`src/rtl/wcc_pkg.sv`:
```
// Shared types, constants and field layouts for the wall clock calendar.
// No dependencies; every other file of the block imports this package.

package wcc_pkg;

   // Tick bookkeeping: the tick count wraps at 2^32, kept as seconds plus ticks.
   localparam longint unsigned TICKS_PER_SECOND = 1000;
   localparam longint unsigned TICK_COUNT_MAX   = 64'hFFFF_FFFF;
   localparam longint unsigned SEC_LAST         = TICK_COUNT_MAX / TICKS_PER_SECOND;
   localparam longint unsigned TICK_WRAP        = TICK_COUNT_MAX % TICKS_PER_SECOND;
   localparam int TICK_W = $clog2(TICKS_PER_SECOND);
   localparam int SEC_W  = $clog2(SEC_LAST + 1);

   // Port widths
   localparam int EPOCH_W    = 32;
   localparam int TZ_W       = 17;
   localparam int REQ_DATA_W = 56;
   localparam int REQ_USER_W = 2;
   localparam int RSP_DATA_W = 48;
   localparam int RSP_USER_W = 2;

   // Request data layout (lowest bit first)
   localparam int REQ_EPOCH_LSB    = 0;
   localparam int REQ_COMPLETE_LSB = 32;
   localparam int REQ_FIRST_LSB    = 33;
   localparam int REQ_STRATUM_LSB  = 41;

   // Response data layout (lowest bit first)
   localparam int RSP_HOUR_LSB  = 0;
   localparam int RSP_MIN_LSB   = 5;
   localparam int RSP_SEC_LSB   = 11;
   localparam int RSP_WDAY_LSB  = 17;
   localparam int RSP_DAY_LSB   = 20;
   localparam int RSP_MONTH_LSB = 25;
   localparam int RSP_YEAR_LSB  = 29;
   localparam int RSP_PAD_LSB   = 41;

   // Response user bits
   localparam int RSP_VALID_BIT  = 0;
   localparam int RSP_ACCEPT_BIT = 1;

   // Item kinds
   typedef enum logic [1:0] {
      FUNC_TICK  = 2'd0,
      FUNC_SET   = 2'd1,
      FUNC_REPLY = 2'd2
   } wcc_func_type;

   // SNTP reply checks
   localparam logic [31:0] NTP_UNIX_DELTA = 32'd2208988800;
   localparam logic [2:0]  MODE_SERVER    = 3'd4;
   localparam logic [2:0]  MODE_BROADCAST = 3'd5;

   // Queue between front and back
   localparam int QUEUE_DEPTH = 4;
   localparam int QPTR_W      = $clog2(QUEUE_DEPTH);
   localparam int QCNT_W      = $clog2(QUEUE_DEPTH + 1);

   // Back pipeline length, output register included
   localparam int BACK_STAGES = 9;

   typedef struct packed {
      logic              time_valid;
      logic              reply_accepted;
      logic [EPOCH_W-1:0] ref_epoch;
      logic [SEC_W-1:0]  elapsed_sec;
   } wcc_entry_type;

   typedef struct packed {
      logic time_valid;
      logic reply_accepted;
   } wcc_flags_type;

   // Seconds to days: epoch >> 7, then divide by 675 with an exact reciprocal
   localparam longint unsigned SECS_PER_DAY = 86400;
   localparam int              DAY_SHIFT    = 7;
   localparam longint unsigned DAY_DIV      = SECS_PER_DAY >> DAY_SHIFT;
   localparam int              DAY_K        = 35;
   localparam longint unsigned DAY_RECIP    = ((64'd1 << DAY_K) + DAY_DIV - 1) / DAY_DIV;

   // Time of day
   localparam longint unsigned SECS_PER_HOUR = 3600;
   localparam int              HOUR_K        = 29;
   localparam longint unsigned HOUR_RECIP    =
      ((64'd1 << HOUR_K) + SECS_PER_HOUR - 1) / SECS_PER_HOUR;
   localparam longint unsigned SECS_PER_MIN  = 60;
   localparam int              MIN_K         = 18;
   localparam longint unsigned MIN_RECIP     =
      ((64'd1 << MIN_K) + SECS_PER_MIN - 1) / SECS_PER_MIN;

   // Weekday
   localparam longint unsigned DAYS_PER_WEEK = 7;
   localparam int              WEEK_K        = 19;
   localparam longint unsigned WEEK_RECIP    =
      ((64'd1 << WEEK_K) + DAYS_PER_WEEK - 1) / DAYS_PER_WEEK;

   // Civil date: 400-year eras, years starting March 1
   localparam longint unsigned CIVIL_SHIFT   = 719468;
   localparam longint unsigned DAYS_PER_ERA  = 146097;
   localparam longint unsigned ERA_SPLIT     = 5 * DAYS_PER_ERA - CIVIL_SHIFT;
   localparam longint unsigned ERA_LO_OFFSET = CIVIL_SHIFT - 4 * DAYS_PER_ERA;
   localparam longint unsigned YEARS_PER_ERA = 400;
   localparam longint unsigned ERA_LO_YEAR   = 4 * YEARS_PER_ERA;
   localparam longint unsigned ERA_HI_YEAR   = 5 * YEARS_PER_ERA;
   localparam longint unsigned DAYS_PER_4Y   = 1460;
   localparam int              Q4_K          = 29;
   localparam longint unsigned Q4_RECIP      =
      ((64'd1 << Q4_K) + DAYS_PER_4Y - 1) / DAYS_PER_4Y;
   localparam longint unsigned DAYS_PER_CENT = 36524;
   localparam longint unsigned DAYS_ERA_LAST = 146096;
   localparam longint unsigned DAYS_PER_YEAR = 365;
   localparam int              YEAR_K        = 27;
   localparam longint unsigned YEAR_RECIP    =
      ((64'd1 << YEAR_K) + DAYS_PER_YEAR - 1) / DAYS_PER_YEAR;
   localparam longint unsigned MONTH_SPAN    = 153;
   localparam int              MP_K          = 19;
   localparam longint unsigned MP_RECIP      =
      ((64'd1 << MP_K) + MONTH_SPAN - 1) / MONTH_SPAN;
   localparam longint unsigned MP_MUL        = 5 * MP_RECIP;
   localparam longint unsigned MP_ADD        = 2 * MP_RECIP;
   localparam logic [3:0]      MP_JAN        = 4'd10;

   // Day of the March-based year on which each month starts
   function automatic logic [8:0] month_start(input logic [3:0] mp);
      logic [8:0] base;
      case (mp)
         4'd0:    base = 9'd0;
         4'd1:    base = 9'd31;
         4'd2:    base = 9'd61;
         4'd3:    base = 9'd92;
         4'd4:    base = 9'd122;
         4'd5:    base = 9'd153;
         4'd6:    base = 9'd184;
         4'd7:    base = 9'd214;
         4'd8:    base = 9'd245;
         4'd9:    base = 9'd275;
         4'd10:   base = 9'd306;
         4'd11:   base = 9'd337;
         default: base = 9'd0;
      endcase
      return base;
   endfunction

endpackage

```
`src/rtl/wcc_front.sv`:
```
// Front part: accepts request items, checks SNTP replies and updates the clock state.
// Depends on wcc_pkg; pushes one state snapshot per item into wcc_queue.

module wcc_front
   import wcc_pkg::*;
(
   input  logic                  clock,
   input  logic                  reset,
   input  logic                  req_tvalid,
   output logic                  req_tready,
   input  logic [REQ_DATA_W-1:0] req_tdata,
   input  logic [REQ_USER_W-1:0] req_tuser,
   output logic                  push_valid,
   input  logic                  push_ready,
   output wcc_entry_type         push_entry
);

   logic                clock_set_ff,    clock_set_in;
   logic [EPOCH_W-1:0]  ref_epoch_ff,    ref_epoch_in;
   logic [SEC_W-1:0]    elapsed_sec_ff,  elapsed_sec_in;
   logic [TICK_W-1:0]   elapsed_tick_ff, elapsed_tick_in;
   logic                accepted;
   logic                reply_ok;
   logic                take;
   logic [EPOCH_W-1:0]  epoch_value;
   logic                reply_complete;
   logic [7:0]          ntp_first_byte;
   logic [7:0]          ntp_stratum;
   logic [2:0]          mode;

   // Unpack the request
   assign epoch_value    = req_tdata[REQ_EPOCH_LSB +: EPOCH_W];
   assign reply_complete = req_tdata[REQ_COMPLETE_LSB];
   assign ntp_first_byte = req_tdata[REQ_FIRST_LSB +: 8];
   assign ntp_stratum    = req_tdata[REQ_STRATUM_LSB +: 8];
   assign mode           = ntp_first_byte[2:0];

   assign req_tready = push_ready;
   assign take       = req_tvalid && push_ready;

   // Check a reply: complete, server or broadcast mode, nonzero stratum, after 1970
   assign reply_ok = reply_complete && (mode == MODE_SERVER || mode == MODE_BROADCAST)
                     && (ntp_stratum != 8'd0) && (epoch_value > NTP_UNIX_DELTA);

   // Next clock state for this item
   always_comb begin
      clock_set_in    = clock_set_ff;
      ref_epoch_in    = ref_epoch_ff;
      elapsed_sec_in  = elapsed_sec_ff;
      elapsed_tick_in = elapsed_tick_ff;
      accepted        = 1'b0;
      case (req_tuser)
         FUNC_TICK: begin
            // advance the tick count, wrapping as a 32-bit count would
            if (elapsed_sec_ff == SEC_W'(SEC_LAST) &&
                elapsed_tick_ff == TICK_W'(TICK_WRAP)) begin
               elapsed_sec_in  = '0;
               elapsed_tick_in = '0;
            end else if (elapsed_tick_ff == TICK_W'(TICKS_PER_SECOND - 1)) begin
               elapsed_sec_in  = elapsed_sec_ff + SEC_W'(1);
               elapsed_tick_in = '0;
            end else begin
               elapsed_tick_in = elapsed_tick_ff + TICK_W'(1);
            end
         end
         FUNC_SET: begin
            clock_set_in    = 1'b1;
            ref_epoch_in    = epoch_value;
            elapsed_sec_in  = '0;
            elapsed_tick_in = '0;
         end
         FUNC_REPLY: begin
            if (reply_ok) begin
               clock_set_in    = 1'b1;
               ref_epoch_in    = epoch_value - NTP_UNIX_DELTA;
               elapsed_sec_in  = '0;
               elapsed_tick_in = '0;
               accepted        = 1'b1;
            end
         end
         default: begin
            // unused kind: report the clock only
         end
      endcase
   end

   // Commit the state on each accepted item
   always_ff @(posedge clock) begin
      if (reset) begin
         clock_set_ff    <= 1'b0;
         ref_epoch_ff    <= '0;
         elapsed_sec_ff  <= '0;
         elapsed_tick_ff <= '0;
      end else if (take) begin
         clock_set_ff    <= clock_set_in;
         ref_epoch_ff    <= ref_epoch_in;
         elapsed_sec_ff  <= elapsed_sec_in;
         elapsed_tick_ff <= elapsed_tick_in;
      end
   end

   // Hand the updated snapshot to the back part
   assign push_valid                = req_tvalid;
   assign push_entry.time_valid     = clock_set_in;
   assign push_entry.reply_accepted = accepted;
   assign push_entry.ref_epoch      = ref_epoch_in;
   assign push_entry.elapsed_sec    = elapsed_sec_in;

endmodule

```
`src/rtl/wcc_queue.sv`:
```
// Short item queue between the front and back parts of the wall clock calendar.
// Depends on wcc_pkg for the entry type and depth.

module wcc_queue
   import wcc_pkg::*;
(
   input  logic          clock,
   input  logic          reset,
   input  logic          in_valid,
   output logic          in_ready,
   input  wcc_entry_type in_entry,
   output logic          out_valid,
   input  logic          out_ready,
   output wcc_entry_type out_entry
);

   wcc_entry_type      entry_ff [QUEUE_DEPTH];
   logic [QPTR_W-1:0]  wr_ptr_ff, wr_ptr_in;
   logic [QPTR_W-1:0]  rd_ptr_ff, rd_ptr_in;
   logic [QCNT_W-1:0]  count_ff,  count_in;
   logic               push;
   logic               pop;

   assign in_ready  = (count_ff != QCNT_W'(QUEUE_DEPTH));
   assign out_valid = (count_ff != '0);
   assign out_entry = entry_ff[rd_ptr_ff];
   assign push      = in_valid && in_ready;
   assign pop       = out_valid && out_ready;

   // Advance pointers and occupancy
   always_comb begin
      wr_ptr_in = wr_ptr_ff;
      rd_ptr_in = rd_ptr_ff;
      count_in  = count_ff;
      if (push) begin
         wr_ptr_in = (wr_ptr_ff == QPTR_W'(QUEUE_DEPTH - 1)) ? '0 : wr_ptr_ff + QPTR_W'(1);
      end
      if (pop) begin
         rd_ptr_in = (rd_ptr_ff == QPTR_W'(QUEUE_DEPTH - 1)) ? '0 : rd_ptr_ff + QPTR_W'(1);
      end
      if (push && !pop) begin
         count_in = count_ff + QCNT_W'(1);
      end else if (pop && !push) begin
         count_in = count_ff - QCNT_W'(1);
      end
   end

   always_ff @(posedge clock) begin
      if (reset) begin
         wr_ptr_ff <= '0;
         rd_ptr_ff <= '0;
         count_ff  <= '0;
      end else begin
         wr_ptr_ff <= wr_ptr_in;
         rd_ptr_ff <= rd_ptr_in;
         count_ff  <= count_in;
      end
   end

   // Store the entry
   always_ff @(posedge clock) begin
      if (push) begin
         entry_ff[wr_ptr_ff] <= in_entry;
      end
   end

endmodule

```
`src/rtl/wcc_back.sv`:
```
// Back part: turns each clock snapshot into local time of day, weekday and civil date.
// Depends on wcc_pkg; holds the time zone register and the result register.

module wcc_back
   import wcc_pkg::*;
(
   input  logic                  clock,
   input  logic                  reset,
   input  logic                  csr_wr_en,
   input  logic [TZ_W-1:0]       csr_wr_data,
   input  logic                  pop_valid,
   output logic                  pop_ready,
   input  wcc_entry_type         pop_entry,
   output logic                  rsp_tvalid,
   input  logic                  rsp_tready,
   output logic [RSP_DATA_W-1:0] rsp_tdata,
   output logic [RSP_USER_W-1:0] rsp_tuser
);

   logic [TZ_W-1:0]        tz_ff;
   logic [BACK_STAGES-1:0] vld_ff, vld_in;
   wcc_flags_type          flg_ff [BACK_STAGES];
   logic                   advance;

   // Stage registers and their next values
   logic [31:0] s1_e_ff, s1_e_in;

   logic [50:0] s2_prod;
   logic [15:0] s2_days_ff;
   logic [24:0] s2_x_ff;
   logic [6:0]  s2_elow_ff;

   logic [24:0] s3_rem;
   logic [32:0] s3_wprod;
   logic [16:0] s3_sod_ff, s3_sod_in;
   logic [17:0] s3_doe_ff, s3_doe_in;
   logic        s3_era5_ff, s3_era5_in;
   logic [15:0] s3_days_ff;
   logic [13:0] s3_q7_ff;

   logic [34:0] s4_hprod;
   logic [36:0] s4_aprod;
   logic [4:0]  s4_hour_ff;
   logic [16:0] s4_sod_ff;
   logic [17:0] s4_doe_ff;
   logic        s4_era5_ff;
   logic [6:0]  s4_a_ff;
   logic [2:0]  s4_b_ff, s4_b_in;
   logic        s4_c_ff;
   logic [2:0]  s4_wd_ff, s4_wd_in;

   logic [4:0]  s5_hour_ff;
   logic [11:0] s5_soh_ff, s5_soh_in;
   logic [17:0] s5_t_ff;
   logic [17:0] s5_doe_ff;
   logic        s5_era5_ff;
   logic [2:0]  s5_wd_ff;

   logic [24:0] s6_mprod;
   logic [36:0] s6_yprod;
   logic [4:0]  s6_hour_ff;
   logic [11:0] s6_soh_ff;
   logic [5:0]  s6_min_ff;
   logic [2:0]  s6_wd_ff;
   logic [8:0]  s6_yoe_ff;
   logic [17:0] s6_doe_ff;
   logic        s6_era5_ff;

   logic [11:0] s7_sec_wide;
   logic [1:0]  s7_yc;
   logic [17:0] s7_doy_wide;
   logic [4:0]  s7_hour_ff;
   logic [5:0]  s7_min_ff;
   logic [5:0]  s7_sec_ff;
   logic [2:0]  s7_wd_ff;
   logic [8:0]  s7_yoe_ff;
   logic [8:0]  s7_doy_ff;
   logic        s7_era5_ff;

   logic [22:0] s8_mpprod;
   logic [4:0]  s8_hour_ff;
   logic [5:0]  s8_min_ff;
   logic [5:0]  s8_sec_ff;
   logic [2:0]  s8_wd_ff;
   logic [8:0]  s8_yoe_ff;
   logic [8:0]  s8_doy_ff;
   logic        s8_era5_ff;
   logic [3:0]  s8_mp_ff;

   logic [8:0]            s9_day_wide;
   logic [3:0]            s9_month;
   logic [11:0]           s9_year;
   logic [RSP_DATA_W-1:0] rsp_tdata_ff, rsp_tdata_in;

   // Move the whole pipeline unless the result register is held
   assign advance   = !vld_ff[BACK_STAGES-1] || rsp_tready;
   assign pop_ready = advance;
   assign vld_in    = {vld_ff[BACK_STAGES-2:0], pop_valid};

   always_ff @(posedge clock) begin
      if (reset) begin
         vld_ff <= '0;
         tz_ff  <= '0;
      end else begin
         if (advance) begin
            vld_ff <= vld_in;
         end
         if (csr_wr_en) begin
            tz_ff <= csr_wr_data;
         end
      end
   end

   // Carry the flags along with the data
   always_ff @(posedge clock) begin
      if (advance) begin
         flg_ff[0] <= '{time_valid: pop_entry.time_valid,
                        reply_accepted: pop_entry.reply_accepted};
         for (int i = 1; i < BACK_STAGES; i++) begin
            flg_ff[i] <= flg_ff[i-1];
         end
      end
   end

   // Stage 1: local epoch, zero while the clock is unset
   assign s1_e_in = pop_entry.time_valid
                    ? pop_entry.ref_epoch + 32'(pop_entry.elapsed_sec)
                      + {{(32-TZ_W){tz_ff[TZ_W-1]}}, tz_ff}
                    : '0;

   // Stage 2: day number by reciprocal of 675 on the epoch over 128
   assign s2_prod = 51'(s1_e_ff[31:DAY_SHIFT]) * 51'(DAY_RECIP);

   // Stage 3: second of day, era split, weekday quotient
   assign s3_rem     = s2_x_ff - 25'(25'(s2_days_ff) * 25'(DAY_DIV));
   assign s3_sod_in  = {s3_rem[9:0], s2_elow_ff};
   assign s3_era5_in = (s2_days_ff >= 16'(ERA_SPLIT));
   assign s3_doe_in  = s3_era5_in ? 18'(s2_days_ff) - 18'(ERA_SPLIT)
                                  : 18'(s2_days_ff) + 18'(ERA_LO_OFFSET);
   assign s3_wprod   = 33'(s2_days_ff) * 33'(WEEK_RECIP);

   // Stage 4: hour, four-year count, century count, weekday
   assign s4_hprod = 35'(s3_sod_ff) * 35'(HOUR_RECIP);
   assign s4_aprod = 37'(s3_doe_ff) * 37'(Q4_RECIP);
   assign s4_wd_in = 3'(s3_days_ff - 16'(s3_q7_ff) * 16'(DAYS_PER_WEEK));
   assign s4_b_in  = 3'(s3_doe_ff >= 18'(DAYS_PER_CENT))
                   + 3'(s3_doe_ff >= 18'(2 * DAYS_PER_CENT))
                   + 3'(s3_doe_ff >= 18'(3 * DAYS_PER_CENT))
                   + 3'(s3_doe_ff >= 18'(4 * DAYS_PER_CENT));

   // Stage 5: second of hour, leap-corrected day of era
   assign s5_soh_in = 12'(s4_sod_ff - 17'(s4_hour_ff) * 17'(SECS_PER_HOUR));

   // Stage 6: minute and year of era
   assign s6_mprod = 25'(s5_soh_ff) * 25'(MIN_RECIP);
   assign s6_yprod = 37'(s5_t_ff) * 37'(YEAR_RECIP);

   // Stage 7: second and day of year
   assign s7_sec_wide = s6_soh_ff - 12'(s6_min_ff) * 12'(SECS_PER_MIN);
   assign s7_yc       = (s6_yoe_ff >= 9'd300) ? 2'd3 :
                        (s6_yoe_ff >= 9'd200) ? 2'd2 :
                        (s6_yoe_ff >= 9'd100) ? 2'd1 : 2'd0;
   assign s7_doy_wide = s6_doe_ff - (18'(s6_yoe_ff) * 18'(DAYS_PER_YEAR)
                        + 18'(s6_yoe_ff[8:2]) - 18'(s7_yc));

   // Stage 8: March-based month index
   assign s8_mpprod = 23'(s7_doy_ff) * 23'(MP_MUL) + 23'(MP_ADD);

   // Stage 9: day, month, year and packing
   assign s9_day_wide = s8_doy_ff - month_start(s8_mp_ff) + 9'd1;
   assign s9_month    = (s8_mp_ff < MP_JAN) ? s8_mp_ff + 4'd3 : s8_mp_ff - 4'd9;
   assign s9_year     = 12'(s8_yoe_ff)
                        + (s8_era5_ff ? 12'(ERA_HI_YEAR) : 12'(ERA_LO_YEAR))
                        + 12'(s9_month <= 4'd2);

   always_comb begin
      rsp_tdata_in = '0;
      rsp_tdata_in[RSP_HOUR_LSB  +: 5]  = s8_hour_ff;
      rsp_tdata_in[RSP_MIN_LSB   +: 6]  = s8_min_ff;
      rsp_tdata_in[RSP_SEC_LSB   +: 6]  = s8_sec_ff;
      rsp_tdata_in[RSP_WDAY_LSB  +: 3]  = s8_wd_ff;
      rsp_tdata_in[RSP_DAY_LSB   +: 5]  = s9_day_wide[4:0];
      rsp_tdata_in[RSP_MONTH_LSB +: 4]  = s9_month;
      rsp_tdata_in[RSP_YEAR_LSB  +: 12] = s9_year;
   end

   // Payload registers: advance with the pipeline
   always_ff @(posedge clock) begin
      if (advance) begin
         s1_e_ff    <= s1_e_in;

         s2_days_ff <= s2_prod[DAY_K +: 16];
         s2_x_ff    <= s1_e_ff[31:DAY_SHIFT];
         s2_elow_ff <= s1_e_ff[DAY_SHIFT-1:0];

         s3_sod_ff  <= s3_sod_in;
         s3_doe_ff  <= s3_doe_in;
         s3_era5_ff <= s3_era5_in;
         s3_days_ff <= s2_days_ff;
         s3_q7_ff   <= s3_wprod[WEEK_K +: 14];

         s4_hour_ff <= s4_hprod[HOUR_K +: 5];
         s4_sod_ff  <= s3_sod_ff;
         s4_doe_ff  <= s3_doe_ff;
         s4_era5_ff <= s3_era5_ff;
         s4_a_ff    <= s4_aprod[Q4_K +: 7];
         s4_b_ff    <= s4_b_in;
         s4_c_ff    <= (s3_doe_ff == 18'(DAYS_ERA_LAST));
         s4_wd_ff   <= s4_wd_in;

         s5_hour_ff <= s4_hour_ff;
         s5_soh_ff  <= s5_soh_in;
         s5_t_ff    <= s4_doe_ff - 18'(s4_a_ff) + 18'(s4_b_ff) - 18'(s4_c_ff);
         s5_doe_ff  <= s4_doe_ff;
         s5_era5_ff <= s4_era5_ff;
         s5_wd_ff   <= s4_wd_ff;

         s6_hour_ff <= s5_hour_ff;
         s6_soh_ff  <= s5_soh_ff;
         s6_min_ff  <= s6_mprod[MIN_K +: 6];
         s6_wd_ff   <= s5_wd_ff;
         s6_yoe_ff  <= s6_yprod[YEAR_K +: 9];
         s6_doe_ff  <= s5_doe_ff;
         s6_era5_ff <= s5_era5_ff;

         s7_hour_ff <= s6_hour_ff;
         s7_min_ff  <= s6_min_ff;
         s7_sec_ff  <= s7_sec_wide[5:0];
         s7_wd_ff   <= s6_wd_ff;
         s7_yoe_ff  <= s6_yoe_ff;
         s7_doy_ff  <= s7_doy_wide[8:0];
         s7_era5_ff <= s6_era5_ff;

         s8_hour_ff <= s7_hour_ff;
         s8_min_ff  <= s7_min_ff;
         s8_sec_ff  <= s7_sec_ff;
         s8_wd_ff   <= s7_wd_ff;
         s8_yoe_ff  <= s7_yoe_ff;
         s8_doy_ff  <= s7_doy_ff;
         s8_era5_ff <= s7_era5_ff;
         s8_mp_ff   <= s8_mpprod[MP_K +: 4];

         rsp_tdata_ff <= rsp_tdata_in;
      end
   end

   assign rsp_tvalid                = vld_ff[BACK_STAGES-1];
   assign rsp_tdata                 = rsp_tdata_ff;
   assign rsp_tuser[RSP_VALID_BIT]  = flg_ff[BACK_STAGES-1].time_valid;
   assign rsp_tuser[RSP_ACCEPT_BIT] = flg_ff[BACK_STAGES-1].reply_accepted;

endmodule

```
`src/rtl/wall_clock_calendar.sv`:
```
// Top level of the wall clock calendar: front, queue and back part joined.
// Depends on wcc_pkg, wcc_front, wcc_queue and wcc_back.
//
//   port group   direction   payload
//   req_*        in          tuser: func; tdata: epoch, complete, first byte, stratum
//   rsp_*        out         tuser: time_valid, reply_accepted; tdata: time and date
//   csr_*        in          tz_offset_seconds, 17-bit signed
//
// One item per cycle sustained while results are taken; an item passes through the
// four-entry queue and then the registered stages of the back pipeline of constant
// reciprocal multiplies. Reset clears the clock state, the time zone and all valid
// flags at once. A held result freezes the back pipeline; the queue keeps taking
// items until it fills, then req_tready drops.

module wall_clock_calendar
   import wcc_pkg::*;
(
   input  logic                  clock,
   input  logic                  reset,
   input  logic                  req_tvalid,
   output logic                  req_tready,
   // epoch_value[31:0], reply_complete[32], ntp_first_byte[40:33], ntp_stratum[48:41]
   input  logic [REQ_DATA_W-1:0] req_tdata,
   // func[1:0]
   input  logic [REQ_USER_W-1:0] req_tuser,
   output logic                  rsp_tvalid,
   input  logic                  rsp_tready,
   // hour[4:0], minute[10:5], second[16:11], weekday[19:17], day_of_month[24:20],
   // month[28:25], year[40:29]
   output logic [RSP_DATA_W-1:0] rsp_tdata,
   // time_valid[0], reply_accepted[1]
   output logic [RSP_USER_W-1:0] rsp_tuser,
   input  logic                  csr_wr_en,
   input  logic [TZ_W-1:0]       csr_wr_data
);

   logic          push_valid;
   logic          push_ready;
   wcc_entry_type push_entry;
   logic          pop_valid;
   logic          pop_ready;
   wcc_entry_type pop_entry;

   wcc_front u_front (
      .clock      (clock),
      .reset      (reset),
      .req_tvalid (req_tvalid),
      .req_tready (req_tready),
      .req_tdata  (req_tdata),
      .req_tuser  (req_tuser),
      .push_valid (push_valid),
      .push_ready (push_ready),
      .push_entry (push_entry)
   );

   wcc_queue u_queue (
      .clock     (clock),
      .reset     (reset),
      .in_valid  (push_valid),
      .in_ready  (push_ready),
      .in_entry  (push_entry),
      .out_valid (pop_valid),
      .out_ready (pop_ready),
      .out_entry (pop_entry)
   );

   wcc_back u_back (
      .clock       (clock),
      .reset       (reset),
      .csr_wr_en   (csr_wr_en),
      .csr_wr_data (csr_wr_data),
      .pop_valid   (pop_valid),
      .pop_ready   (pop_ready),
      .pop_entry   (pop_entry),
      .rsp_tvalid  (rsp_tvalid),
      .rsp_tready  (rsp_tready),
      .rsp_tdata   (rsp_tdata),
      .rsp_tuser   (rsp_tuser)
   );

endmodule

```
`config.mk`:
```
export PLATFORM = sky130hd
export DESIGN_NAME = wall_clock_calendar
export DESIGN_NICKNAME = d
export VERILOG_FILES = /design/src/rtl/wcc_pkg.sv /design/src/rtl/wcc_front.sv /design/src/rtl/wcc_queue.sv /design/src/rtl/wcc_back.sv /design/src/rtl/wall_clock_calendar.sv
export SDC_FILE = /design/constraint.sdc
export NUM_CORES = 2
export LEC_CHECK = 0
export ABC_AREA = 1
export BUFFER_PORTS_ARGS = -buffer_cell sky130_fd_sc_hd__buf_2
export CORE_ASPECT_RATIO = 1.75
export CORE_MARGIN = 2
export CORE_UTILIZATION = 59
export CTS_CLUSTER_DIAMETER = 80
export CTS_CLUSTER_SIZE = 14
export DETAILED_ROUTE_END_ITERATION = 6
export PLACE_DENSITY = 0.89
export SLEW_MARGIN = 10
export SYNTH_ARGS = -nofsm -noshare
export SYNTH_HDL_FRONTEND = slang
export SYNTH_SLANG_ARGS = --single-unit
```
`constraint.sdc`:
```
create_clock -name clock -period 14.91 [get_ports clock]
set_clock_uncertainty 0.2 [all_clocks]
set_input_delay 2.982 -clock clock [delete_from_list [all_inputs] [get_ports clock]]
set_output_delay 2.982 -clock clock [all_outputs]
set_load 0.03 [all_outputs]
```
==> flow_metrics.py <==
metrics = {
    "clock_tree": {
        "cts_buffer_depth": 3,
        "clkSlewWorstSetupHoldPaths_ps": 70,
        "clock_latency_ps": 720,
        "post_cts.repair.setup_buffers": 0,
        "clock_sinks": 715,
        "htreeDepth": 2,
        "cts_tree": "built",
        "cts_buffers": 60,
        "post_cts_resized": 0,
        "root_buffer": "clkbuf_16",
        "cts_hold_buf": 0,
    },
    "floorplanning": {
        "rows": 166,
        "die_y_um": 457.3,
        "io_pins": 132,
        "core_um2": 116700,
        "initial_core_util_pct": 59.34,
        "design.die.area_um2": 120300,
        "die_w_um": 263.0,
    },
    "global_routing": {
        "overflow": 0,
        "grt_max_degree": 151,
        "busiest_layer": "met2",
        "grtUsageMet3_pct": 3.776,
        "grt_use_met2_pct": 58.31,
        "grt_pass1_wl_mm": 283.6,
        "grt_pass1_vias": 55616,
        "antenna_found_initial": 5,
        "grt_usage_pct": 30.25,
        "met1_usage_pct": 27.36,
    },
    "placement": {
        "dp_hpwl_mm": 144.8,
        "io_buffers": 111,
        "routabilityCongestion": 0.9938,
        "dp_slack_ps": 8158,
    },
    "sta": {
        "finalSetupViolations": 0,
        "final_max_slew_viol_count": 0,
        "timing.fmax_mhz": 146.9,
        "worst_pin_slew_ps": 1340,
        "max_slew_margin_pct": 10.48,
        "hold-worst-slack_ps": 213.3,
        "setup_tns_ps": 0,
        "period_share_pct": 45.65,
        "finalHoldViolCount": 0,
        "fin_ws_ps": 8104,
        "min_period_ps": 6806,
        "rsz0062_at_grt": "false",
    },
    "synthesis": {
        "synth_area_per_cell_um2": 9.549,
        "yosysWarnings": 0,
        "yosysUniqueCellTypes": 65,
        "syn_inst": 7254,
        "synth.cell_area_um2": 69270,
        "synthFlopType": "edfxtp_1",
        "synth_edf_count": 609,
        "seq_area_frac_synth_pct": 29.46,
        "synth_top_area_share_pct": 26.40,
        "yosys-top-cells-area": "edfxtp_1 26%, ha_1 21%, fa_1 18%, inv_1 8.1%, nand2_1 4.9%",
        "synth_area_leader_cell": "edfxtp_1",
        "async_flop_share_pct": 0,
        "yosys_register_bits": 715,
    },
    "drt": {
        "ant_nets": 0,
        "drc": 4,
        "drt_first_iter_violations": 3248,
        "viasPerCell": 5.759,
        "wirelength_mm": 180.1,
        "first_pass_iters": 7,
        "post_drt_wl_per_cell_um": 20.19,
        "dr_total_vias": 51363,
    },
    "worst_setup_path": {
        "crit_required_ps": 15170,
        "setup.worst_path.end_class": "flip-flop",
        "r2r_start": "u_back.s1_e_ff[29]",
        "path_class": "reg2reg",
        "worstPathArrival_ps": 7070,
        "path_max_fanout": 8,
        "start_kind": "flip-flop",
        "crit_start": "u_back.s1_e_ff[29]",
    },
    "final_layout": {
        "nNetsFinal": 9239,
        "final_util_pct": 62.85,
        "multi_input_area_um2": 42780,
        "n_fill_cell": 9088,
        "area_growth_pct": 5.916,
        "seqCellArea_um2": 20410,
        "drive_gt1_share_pct": 4.756,
    },
    "flow_run": {
        "cap_violations": 0,
    },
    "worst_hold_path": {
        "hold_path.class": "reg2reg",
        "min_from": "u_back.flg_ff[0][3]",
    },
    "outcome": {
        "status": "complete, but fails checks",
        "violations": "design-rule violations",
    },
}
==> state kept, by name, indices dropped and copies added, names as in the netlist, 23 cells and up, named ones only <==
signal,count
u_back.rsp_tdata,41
u_back.s1_e_ff,32
u_queue.entry_ff,228
u_front.ref_epoch_ff,32
u_front.elapsed_sec_ff,23
==> Yosys cell counts (3+ instances only) <==
master,number
fa_1,616
a21oi_1,374
o21bai_1,23
o22ai_1,56
o21a_1,22
nand4_1,77
a211oi_1,6
edfxtp_1,609
nand3_2,21
o31ai_1,5
o21ai_1,8
or2_2,26
o211ai_1,8
o221ai_1,3
nor4_1,14
xnor2_1,66
ha_1,1184
a21oi_2,20
xor2_1,128
a21boi_0,8
o21ai_0,363
inv_1,1502
a31oi_1,23
nor2_2,3
inv_2,7
clkbuf_1,67
nand2_1,907
a21o_1,31
nand2_2,42
and3_1,4
nand3b_1,7
buf_4,12
buf_2,9
o2bb2ai_1,3
buf_1,10
nand2_8,3
and2_1,4
nor2_1,543
nand3_1,235
dfxtp_1,106
nor3b_1,5
nor3_1,63
==> through the flow <==
| stage | std cells | instance area, um^2 |
|---|---|---|
| 3_3_place_gp | 8809 | 71520 |
| 5_1_grt | 8915 | 73360 |
| 4_1_cts | 8913 | 73350 |
| 6_report | 8918 | 73370 |
| 3_5_place_dp | 8809 | 71520 |
| 2_1_floorplan | 7260 | 69290 |
==> worst paths after layout <==
path,end,slack [ps],cells past startpoint
max,u_back.s2_days_ff[11],8100,23
min,u_back.flg_ff[1][1],210,0
max reg2reg,u_back.s2_days_ff[11],8100,23
min reg2reg,u_back.flg_ff[1][1],210,0
==> worst max-delay path: stages, from the launching register on <==
cell and delay (ps):
edfxtp_1 640, fa_1 640, inv_1 60, fa_1 530, inv_1 60, fa_1 530, inv_1 70, fa_1 590
inv_1 80, fa_1 530, inv_1 60, fa_1 530, inv_1 40, ha_1 290, ha_1 390, nand2_1 90
nor2_1 170, nand2_1 100, nor4_1 370, nand4_1 160, nand3_1 190, nand2_1 90, nand3_1 70, nand2_1 100
==> final cells by class <==
class,instances,share of cell area [%]
clock buffers,91,2.205
multi-input cells,4935,58.31
flip-flops and latches,715,27.82
inverters,1510,7.736
repair buffers,137,1.040
clock inverters,13,0.2865
diodes,5,0.01705
well taps,1512,2.579
==> cells by family (layout without fill, tap and decap cells) <==
group	count (synthesis)	count (layout)	share of synthesized area, %
and+or+nand+nor	1963	1963	12.24
adders and majority gates	1800	1800	39.19
buffers and inverters	1610	1751	8.853
AOI/OAI and AO/OA	971	971	7.791
DFF	715	715	29.46
xor gates and xnor gates	194	194	2.453
other	1	12	0.005414
==> cells in the final DEF, fill, tap and decap left out, types with 8 or more instances in the layout <==
cell | Yosys | layout
o21a_1 | 22 | 22
xnor2_1 | 66 | 66
nand2_1 | 907 | 907
inv_1 | 1502 | 1498
clkbuf_16 | 0 | 60
nor4_1 | 14 | 14
fa_1 | 616 | 616
a21boi_0 | 8 | 8
a31oi_1 | 23 | 23
buf_4 | 12 | 25
o211ai_1 | 8 | 8
clkbuf_1 | 67 | 31
o22ai_1 | 56 | 56
xor2_1 | 128 | 128
nor2_1 | 543 | 538
nand3_2 | 21 | 21
nand3_1 | 235 | 235
edfxtp_1 | 609 | 609
ha_1 | 1184 | 1184
a21oi_1 | 374 | 374
buf_2 | 9 | 111
o21ai_0 | 363 | 363
dfxtp_1 | 106 | 105
o21bai_1 | 23 | 23
or2_2 | 26 | 26
a21oi_2 | 20 | 20
nand2_2 | 42 | 42
o21ai_1 | 8 | 8
nor3_1 | 63 | 63
nand4_1 | 77 | 77
inv_2 | 7 | 10
a21o_1 | 31 | 31
==> per-layer routing <==
metal  share of wire (%)  wire length [um]
met1                  31             56110
met3                 4.6              8232
met2                  54             97290
met5              0.0072                13
met4                  10             18410
Power is not shown: default switching activity piles up to over one toggle a cycle in this logic, so the estimate is an artifact.
